File: src/rtl/core/uglr_pkg.sv
`timescale 1ns / 1ps
`default_nettype none
// ----------------------------------------------------------------------------
// Uniform grid resampler package
// Shared constants, request and status codes, and the command and status
// bundles that join the controller to the datapath.
// ----------------------------------------------------------------------------
package uglr_pkg;

   // Default table capacity in points.
   localparam int unsigned UGLR_TABLE_DEPTH = 1024;

   // Width of energies and sigmas.
   localparam int unsigned DATA_WIDTH = 32;

   // Grid spacing after reset: 1 eV with 16 fractional bits.
   localparam logic [DATA_WIDTH-1:0] STEP_RESET = 32'h0001_0000;

   // The divider produces one quotient bit per cycle.
   localparam int unsigned DIV_STEPS       = DATA_WIDTH;
   localparam int unsigned DIV_COUNT_WIDTH = $clog2(DIV_STEPS);

   // Request actions.
   localparam logic [1:0] ACT_LOAD  = 2'd0;
   localparam logic [1:0] ACT_READ  = 2'd1;
   localparam logic [1:0] ACT_CLEAR = 2'd2;

   // Response status codes.
   localparam logic [1:0] STATUS_OK       = 2'd0;
   localparam logic [1:0] STATUS_FULL     = 2'd1;
   localparam logic [1:0] STATUS_FEW      = 2'd2;
   localparam logic [1:0] STATUS_FINISHED = 2'd3;

   // Commands from the controller to the datapath.
   typedef struct packed {
      logic accept;
      logic dispatch;
      logic probe;
      logic compare;
      logic fetch_lo;
      logic fetch_hi;
      logic prep;
      logic mul;
      logic div_setup;
      logic divide;
      logic finish;
      logic emit;
   } cmd_type;

   // Status from the datapath to the controller.
   typedef struct packed {
      logic need_search;
      logic search_done;
      logic div_last;
   } stat_type;

endpackage : uglr_pkg
`default_nettype wire

File: src/rtl/core/uglr_ctrl.sv
`timescale 1ns / 1ps
`default_nettype none
// ----------------------------------------------------------------------------
// Uniform grid resampler controller
// Sequences one request at a time through dispatch, table search, bracket
// fetch, multiply and division, and owns the response valid flag.
// ----------------------------------------------------------------------------
module uglr_ctrl
   import uglr_pkg::*;
(
   input  wire logic     clock,
   input  wire logic     reset,
   input  wire logic     req_valid,
   output logic          req_ready,
   output logic          rsp_valid,
   input  wire logic     rsp_ready,
   input  wire stat_type stat,
   output cmd_type       cmd
);

   typedef enum logic [11:0] {
      S_IDLE      = 12'b0000_0000_0001,
      S_DISPATCH  = 12'b0000_0000_0010,
      S_PROBE     = 12'b0000_0000_0100,
      S_COMPARE   = 12'b0000_0000_1000,
      S_FETCH_LO  = 12'b0000_0001_0000,
      S_FETCH_HI  = 12'b0000_0010_0000,
      S_PREP      = 12'b0000_0100_0000,
      S_MUL       = 12'b0000_1000_0000,
      S_DIV_SETUP = 12'b0001_0000_0000,
      S_DIVIDE    = 12'b0010_0000_0000,
      S_FINISH    = 12'b0100_0000_0000,
      S_EMIT      = 12'b1000_0000_0000
   } state_type;

   state_type state_ff, state_in;
   logic      rsp_valid_ff, rsp_valid_in;
   logic      out_free;

   // The output register can take a new response when empty or being drained.
   assign out_free = !rsp_valid_ff || rsp_ready;

   // Next state and command decode.
   always_comb begin
      state_in = state_ff;
      cmd      = '0;
      case (state_ff)
         S_IDLE: begin
            if (req_valid) begin
               cmd.accept = 1'b1;
               state_in   = S_DISPATCH;
            end
         end
         S_DISPATCH: begin
            cmd.dispatch = 1'b1;
            state_in     = stat.need_search ? S_PROBE : S_EMIT;
         end
         S_PROBE: begin
            if (stat.search_done) begin
               state_in = S_FETCH_LO;
            end else begin
               cmd.probe = 1'b1;
               state_in  = S_COMPARE;
            end
         end
         S_COMPARE: begin
            cmd.compare = 1'b1;
            state_in    = S_PROBE;
         end
         S_FETCH_LO: begin
            cmd.fetch_lo = 1'b1;
            state_in     = S_FETCH_HI;
         end
         S_FETCH_HI: begin
            cmd.fetch_hi = 1'b1;
            state_in     = S_PREP;
         end
         S_PREP: begin
            cmd.prep = 1'b1;
            state_in = S_MUL;
         end
         S_MUL: begin
            cmd.mul  = 1'b1;
            state_in = S_DIV_SETUP;
         end
         S_DIV_SETUP: begin
            cmd.div_setup = 1'b1;
            state_in      = S_DIVIDE;
         end
         S_DIVIDE: begin
            cmd.divide = 1'b1;
            if (stat.div_last) begin
               state_in = S_FINISH;
            end
         end
         S_FINISH: begin
            cmd.finish = 1'b1;
            state_in   = S_EMIT;
         end
         S_EMIT: begin
            if (out_free) begin
               cmd.emit = 1'b1;
               state_in = S_IDLE;
            end
         end
         default: begin
            state_in = S_IDLE;
         end
      endcase
   end

   // Response valid flag.
   always_comb begin
      rsp_valid_in = rsp_valid_ff;
      if (cmd.emit) begin
         rsp_valid_in = 1'b1;
      end else if (rsp_ready) begin
         rsp_valid_in = 1'b0;
      end
   end

   always_ff @(posedge clock) begin
      if (reset) begin
         state_ff     <= S_IDLE;
         rsp_valid_ff <= 1'b0;
      end else begin
         state_ff     <= state_in;
         rsp_valid_ff <= rsp_valid_in;
      end
   end

   assign req_ready = (state_ff == S_IDLE);
   assign rsp_valid = rsp_valid_ff;

endmodule : uglr_ctrl
`default_nettype wire

File: config.mk
export PLATFORM = sky130hd
export DESIGN_NAME = uglr_ctrl
export DESIGN_NICKNAME = d
export VERILOG_FILES = /design/src/rtl/core/uglr_pkg.sv /design/src/rtl/core/uglr_ctrl.sv
export SDC_FILE = /design/constraint.sdc
export NUM_CORES = 1
export LEC_CHECK = 0
export BUFFER_PORTS_ARGS = -buffer_cell sky130_fd_sc_hd__buf_2
export CAP_MARGIN = 15
export CORE_AREA = 10 10 59 57
export CTS_CLUSTER_SIZE = 12
export DETAILED_ROUTE_END_ITERATION = 16
export DIE_AREA = 0 0 69 67
export HOLD_SLACK_MARGIN = 0.02
export PLACE_DENSITY = 0.6
export SLEW_MARGIN = 20
export SYNTH_ARGS = -nofsm -noshare
export SYNTH_HDL_FRONTEND = slang
export SYNTH_SLANG_ARGS = --single-unit
export TNS_END_PERCENT = 100
File: constraint.sdc
create_clock -name clock -period 2.2 [get_ports clock]
set_input_delay 0.11 -clock clock [delete_from_list [all_inputs] [get_ports clock]]
set_output_delay 0.11 -clock clock [all_outputs]
set_load 0.03 [all_outputs]
==> results of run 1 <==
-- power groups by stage --
stage	logic, mW	clock network (mW)	registers, mW
finish	0.109	0.148	0.252
global route	0.121	0.169	0.253
CTS	0.108	0.154	0.251
detailed placement	0.106	0	0.256
global placement	0.107	0	0.256
floorplan	0.0867	0	0.247
-- per-layer routing --
layer  up-vias  wire length [um]
li1        404                 -
met1       381               986
met2        15               933
met3         4                95
met4         0                34
met5         -                 0
-- state kept, by name, indices dropped and copies added, names as in the netlist --
register and cells:
state_ff 12, rsp_valid 1
-- cell families after synthesis --
family | count (synthesis) | share of synthesized area
simple gates | 59 | 0.443
compound gates | 14 | 0.124
flops | 13 | 0.314
buf+inv | 11 | 0.0740
xor+xnor | 3 | 0.0317
mux | 1 | 0.0136
-- final cells by class --
class                      instances  area share
timing repair buffer              21       0.114
sequential                        13       0.268
multi-input combinational         77       0.541
tap                               27      0.0348
inverter                           4      0.0155
clock buffer                       4      0.0271
-- cell usage in the layout (no fill, tap or decap) --
master	netlist	final
sky130_fd_sc_hd__nor4_2	1	1
sky130_fd_sc_hd__xor2_1	2	2
sky130_fd_sc_hd__nand2_1	8	8
sky130_fd_sc_hd__nand2b_1	2	2
sky130_fd_sc_hd__nor3_1	8	8
sky130_fd_sc_hd__nor4_4	1	2
sky130_fd_sc_hd__clkbuf_4	0	3
sky130_fd_sc_hd__o32ai_1	1	1
sky130_fd_sc_hd__nor4_1	2	1
sky130_fd_sc_hd__o22ai_1	1	1
sky130_fd_sc_hd__or4_1	2	2
sky130_fd_sc_hd__a21oi_1	4	4
sky130_fd_sc_hd__xnor2_1	1	1
sky130_fd_sc_hd__o21ai_0	2	2
sky130_fd_sc_hd__mux2_2	1	1
sky130_fd_sc_hd__nor2_1	16	15
sky130_fd_sc_hd__o211ai_1	1	1
sky130_fd_sc_hd__o311a_1	1	1
sky130_fd_sc_hd__a211o_2	1	1
sky130_fd_sc_hd__nand4_1	1	1
sky130_fd_sc_hd__nand3_1	2	2
sky130_fd_sc_hd__and2_1	1	1
sky130_fd_sc_hd__nor2b_1	3	3
sky130_fd_sc_hd__o31ai_2	1	1
sky130_fd_sc_hd__clkbuf_1	0	1
sky130_fd_sc_hd__dlygate4sd3_1	0	1
sky130_fd_sc_hd__nor3_2	1	1
sky130_fd_sc_hd__nor2_2	0	1
sky130_fd_sc_hd__or4_4	2	2
sky130_fd_sc_hd__or3_4	1	1
sky130_fd_sc_hd__or4b_1	2	2
sky130_fd_sc_hd__or4b_2	4	4
sky130_fd_sc_hd__nor4b_1	2	2
sky130_fd_sc_hd__inv_1	4	4
sky130_fd_sc_hd__dfxtp_1	13	13
sky130_fd_sc_hd__o2bb2ai_1	1	1
sky130_fd_sc_hd__buf_2	3	20
sky130_fd_sc_hd__a221oi_1	1	1
-- synthesized netlist by cell type, drive strengths merged (2+ instances only) --
master	number
inv	4
xor2	2
o21ai	2
or4	4
nand3	2
nor4	4
nand2	8
nand2b	2
nor2	16
nor2b	3
buf	6
nor4b	2
or4b	6
dfxtp	13
nor3	9
a21oi	4
-- worst max-delay path by stage --
stage / startpoint / to / depth (start not counted)
after floorplan: state_ff[8]$_SDFFE_PP0P_ / state_ff[1]$_SDFFE_PP0P_ / 5
after global placement: state_ff[2]$_SDFFE_PP0P_ / cmd[3] / 5
after detailed placement: state_ff[8]$_SDFFE_PP0P_ / cmd[4] / 5
after CTS: state_ff[8]$_SDFFE_PP0P_ / cmd[4] / 5
after global routing: state_ff[2]$_SDFFE_PP0P_ / cmd[4] / 5
final: state_ff[8]$_SDFFE_PP0P_ / cmd[4] / 5
-- timing repair --
action | CTS | global route
buffers inserted | 0 | 0
endpoints found under the setup margin | 0 | 2
hold buffers | 1 | 0
hold endpoints to repair | 1 | 0
gates resized for setup | 0 | 3
-- through the flow --
stage	hold slack (ns)	area (um2)	setup WS, ns	utilization	total power [mW]
finish	0.0887	970	0.172	0.457	0.509
global route	0.0751	970	0.000963	0.457	0.543
CTS	0.0807	952	0.110	0.449	0.512
detailed placement	0.310	916	0.424	0.432	0.362
global placement	0.315	916	0.422	0.432	0.362
floorplan	0.179	828	0.137	-	0.334
-- critical path: cells and delay by family, from the launching register on --
kind / cells / cell delay [ns]
buffers and inverters: 1 / 0.20
AND/OR/NAND/NOR: 4 / 1.04
flip-flops: 1 / 0.41
==> parameters.txt, run 1 <==
Parameter                              Value

Final layout
  Non-filler instance count after layout    146
  Area overhead of the layout relative to synthesis    17.1%
  Sequential cell area in the final layout    260 um2
  Final #Nets    about 130
  Number of antenna cells inserted    0
  Area of the multi-input gates    524 um2
  # fillers    roughly 230
  Share of cells above drive strength 1    0.319

Clock network
  Clock tree sinks    13
  Clock buffer count from CTS    3
  Level count of the clock H-tree    1
  Clk Latency, worst-skew pair    0.27 ns
  Clock Pin Slew Worst Setup and Hold Paths    0.08 ns
  Maximum number of buffers from clock root to sink    2
  CTS Root Cell    sky130_fd_sc_hd__clkbuf_4
  TritonCTS clock tree    yes

Setup path
  Critical Path Slowest Stage Cell    sky130_fd_sc_hd__dfxtp_1
  Critical Path Source Type    register
  Worst Setup Path Type    register to output port
  Peak fanout along the critical path    8
  Reg-to-Reg End    state_ff[6]$_SDFFE_PP0P_
  Data arrival time of the critical path    around 1.9 ns
  CP Cell Sequence    nor4_4 -> nand2_1 -> or3_4 -> nor2_1 -> buf_2
  Number of cells traversed by the worst register-to-register path    4
  Worst Setup End Kind    output port
  Endpoint required time on the critical path    2.09 ns
  Delay of the slowest cell on the worst path    approximately 0.41 ns
  Worst flop-to-flop path startpoint    state_ff[9]$_SDFFE_PP0P_
  Setup slack of the worst register-to-register path    ~0.38 ns

Power and ir drop
  Portion of total power attributed to the clock network    0.290
  Leakage dissipation    0.394 nW
  P_sw    around 0.16 mW
  Switch share    0.307
  Worst IR Drop VDD    around 0.20 mV
  Power Internal    roughly 0.35 mW
  Share of total power in combinational logic    0.215
  Part of the power in registers    0.495
  Total power density per cell area    between 500 and 600 mW/mm2

Placed design
  HPWL Detailed    1560 um
  Number of cells after detailed placement    141
  Number of port buffers    20
  Global placer's final weighted congestion    0.860

Outcome
  Run status    finished clean

Floorplan
  DIE AREA    between 0.004 and 0.005 mm2
  Area of the placeable core    0.00212 mm2
  Initial standard-cell utilization of the core    0.390
  Site Rows    16
  DIE WIDTH    roughly 69 um
  Vertical die dimension    67 um
  Number of placed I/O pins    21

Timing
  Setup repair after global routing missed its margin    true
  Final Cycle Share    0.922
  Final setup violation count    0
  Post-route setup TNS    0 ns
  Headroom to the max-slew limit    0.625
  Setup clock skew after layout    0.00203 ns
  Post-layout minimum cycle time    about 2 ns
  Final hold violations    0
  Final Max Tran Viols    0
  Top achievable clock speed    around 0.5 GHz
  Worst Tran Pin Value    about 0.55 ns

Drt
  Vias    804
  Number of nets with antenna violations after routing    0
  Detailed-route wire length    around 2000 um
  Starting DRC count in detailed routing    39
  Vias/cell    5.51
  DRC violations left    0
  Routed len/inst    ~14 um
  Number of optimization iterations in the first detailed-route pass    4

Global routing
  Met1 Track Usage GR    0.0975
  Fraction of met3 tracks used by global routing    0.0252
  Number of antenna violations at the first check in global routing    0
  Overflow after GRT    0
  Met2 GRT Util    0.135
  Global-route wire length before repair    approximately 3200 um
  Largest net degree at the start of global routing    10
  Via count of the first global-routing pass    approximately 740
  Most congested layer reported by global routing    met2
  Combined global-route utilization of all metal layers    0.0853

Worst hold path
  Number of stages on the worst hold path    2
  Hold Path Sink    state_ff[9]$_SDFFE_PP0P_
  Type of the most critical hold path    input port to register
  Origin of the worst min-delay path    reset

Synth
  Share of synthesized registers carrying an async set or reset    0
  Library cell occupying the most area in the post-synthesis netlist    sky130_fd_sc_hd__dfxtp_1
  Dominant register cell in the synthesized netlist    sky130_fd_sc_hd__dfxtp_1
  Area share of the largest cell type after synthesis    0.314
  Post-synthesis cell count    ~100
  Net count of the mapped netlist    approximately 110
  Yosys synthesis warning count    0
  Register area share after synthesis    0.314
  Post-synthesis instance area    roughly 830 um2
  Post-synthesis sequential element count    13
  EDFF count, synth    0
  Synthesized area per cell    between 8 and 9 um2
  Top cells by area in the synthesized netlist    sky130_fd_sc_hd__dfxtp_1 (31%), sky130_fd_sc_hd__nor2_1 (7.3%), sky130_fd_sc_hd__nor3_1 (4.8%), sky130_fd_sc_hd__or4b_2 (4.8%), sky130_fd_sc_hd__nand2_1 (3.6%)
  Count of unique library cells instantiated by Yosys    37

Run
  Max-Cap Viols    0
No activity file was read; power rests on OpenSTA's default activity.
==> run 2, diff against run 1 <==
Clock period 2.2 ns to 1.9 ns, I/O delays scaled along.
==> parameters.txt, run 2 (synthesized netlist as in run 1, its figures left out) <==
Parameter                              Value

Final layout
  Number of antenna cells inserted    0 (unchanged)
  Leading cell types in the layout, fill and taps excluded    sky130_fd_sc_hd__buf_2 (15), sky130_fd_sc_hd__nor2_1 (14), sky130_fd_sc_hd__buf_4 (12)
  Final #Nets    136 (+7.1%)
  Non-filler instance count after layout    155 (+6.2%)
  Share of cells above drive strength 1    0.500 (+0.181)
  Register containing the most flip-flops in the final layout    state_ff
  Max FFs per register    12 (unchanged)
  Area overhead of the layout relative to synthesis    36.9%
  Leading cell type in the layout, fill and taps excluded    sky130_fd_sc_hd__buf_2

Drt
  DRC violations left    0 (unchanged)
  Starting DRC count in detailed routing    35 (-10%)
  Number of optimization iterations in the first detailed-route pass    4 (unchanged)
  Vias/cell    5.39 (-2.2%)
  Vias    835 (+3.9%)
  Detailed-route wire length    2190 um (+7.0%)
  Number of nets with antenna violations after routing    0 (unchanged)
  Routed len/inst    14.1 um (+0.81%)

Timing
  Post-route setup TNS    0 ns (unchanged)
  Final hold violations    0 (unchanged)
  Setup clock skew after layout    0.00798 ns (+0.00594 ns)
  Top achievable clock speed    around 0.54 GHz
  Final setup violation count    0 (unchanged)
  Headroom to the max-slew limit    0.674 (+0.0493)
  Post-layout minimum cycle time    between 1.5 and 2 ns
  Final Cycle Share    0.970
  Final Max Tran Viols    0 (unchanged)
  Setup repair after global routing missed its margin    true
  Worst Tran Pin Value    0.482 ns (-0.0729 ns)
  Worst hold margin    0.0801 ns (-0.00858 ns)

Floorplan
  Site Rows    16 (unchanged)
  Vertical die dimension    67 um (unchanged)
  DIE AREA    0.00462 mm2 (unchanged)
  Initial standard-cell utilization of the core    0.390 (unchanged)
  Number of placed I/O pins    21 (unchanged)
  Area of the placeable core    0.00212 mm2 (unchanged)
  DIE WIDTH    69 um (unchanged)

Setup path
  Worst Setup End Kind    output port
  Worst Setup Path Type    register to output port
  Critical Path Source Type    register
  Data arrival time of the critical path    1.75 ns (-0.17 ns)
  Peak fanout along the critical path    7 (-1)
  Endpoint required time on the critical path    1.80 ns (-0.29 ns)

Clock network
  TritonCTS clock tree    yes
  CTS Root Cell    sky130_fd_sc_hd__clkbuf_4
  Clock buffer count from CTS    3 (unchanged)
  Clock tree sinks    13 (unchanged)
  Maximum number of buffers from clock root to sink    2 (unchanged)
  Clk Latency, worst-skew pair    0.27 ns (about the same)
  Clock Pin Slew Worst Setup and Hold Paths    0.08 ns (about the same)
  Level count of the clock H-tree    1 (unchanged)

Global routing
  Combined global-route utilization of all metal layers    0.0907 (+0.00536)
  Overflow after GRT    0 (unchanged)
  Number of antenna violations at the first check in global routing    0 (unchanged)
  Via count of the first global-routing pass    781 (+5.8%)
  Global-route wire length before repair    3480 um (+7.7%)
  Largest net degree at the start of global routing    10 (unchanged)

Power and ir drop
  Total power density per cell area    550 mW/mm2 (+4.8%)
  Leakage dissipation    0.452 nW (+15%)
  Worst IR Drop VDD    0.338 mV (+69%)

Placed design
  Number of cells after detailed placement    143 (+1.4%)
  Number of port buffers    20 (unchanged)
  HPWL Detailed    1540 um (-1.1%)
  Global placer's final weighted congestion    0.824 (-4.2%)

Worst hold path
  Type of the most critical hold path    input port to register

Outcome
  Run status    finished clean

Run
  Max-Cap Viols    0 (unchanged)
==> run 2: power breakdown <==
| part | total (mW) | switching (mW) | leakage [nW] | internal, mW |
|---|---|---|---|---|
| Clock | 0.168 | 0.0868 | 0.0150 | 0.0812 |
| Sequential | 0.290 | 0.0152 | 0.111 | 0.274 |
| Combinational | 0.166 | 0.0861 | 0.326 | 0.0795 |
| Total | 0.623 | 0.188 | 0.452 | 0.435 |
==> run 2: per-layer routing <==
layer | GRT usage | up-vias | share of wire
met4 | 0.0377 | 0 | 0.0078
met1 | 0.100 | 390 | 0.45
met5 | 0 | - | 0
met2 | 0.156 | 19 | 0.49
met3 | 0.0311 | 2 | 0.046
li1 | - | 424 | -
==> run 2: critical path, cell delays in order (launching register included) <==
cell	delay, ns
sky130_fd_sc_hd__dfxtp_4	0.37
sky130_fd_sc_hd__or4_4	0.59
sky130_fd_sc_hd__nor2_4	0.16
sky130_fd_sc_hd__nand4_1	0.13
sky130_fd_sc_hd__inv_1	0.10
sky130_fd_sc_hd__buf_6	0.13
==> run 2: timing repair <==
action | 4_1_cts | 5_1_grt
hold buffers | 1 | 0
setup buffers | 0 | 7
gates resized for setup | 11 | 25
hold endpoints to repair | 1 | 0
pin swaps | 1 | 9
setup endpoints to repair | 5 | 15
==> run 2: final timing paths <==
path	depth (start not counted)	startpoint	endpoint	slack, ns
worst max register to register	5	state_ff[10]$_SDFFE_PP0P_	state_ff[2]$_SDFFE_PP0P_	0.06
worst min-delay path	2	reset	state_ff[1]$_SDFFE_PP0P_	0.08
worst min register to register	2	state_ff[7]$_SDFFE_PP0P_	state_ff[8]$_SDFFE_PP0P_	0.54
worst max-delay path	5	state_ff[7]$_SDFFE_PP0P_	cmd[3]	0.06
==> run 2: cell type report <==
type                    instances  area (um2)
fillers                       207         988
multi-input cells              77         576
flip-flops and latches         13         285
repair buffers                 30         198
well taps                      27        33.8
clock buffers                   4        26.3
inverters                       4        15.0
==> run 2: per-stage QoR <==
stage	util	cell area, um2	setup slack, ns	power (mW)
2_1_floorplan	-	836	0.0481	0.391
3_3_place_gp	0.442	938	0.140	0.425
3_5_place_dp	0.442	938	0.158	0.426
4_1_cts	0.478	1010	0.0105	0.613
5_1_grt	0.534	1130	-0.0284	0.663
6_report	0.534	1130	0.0566	0.623
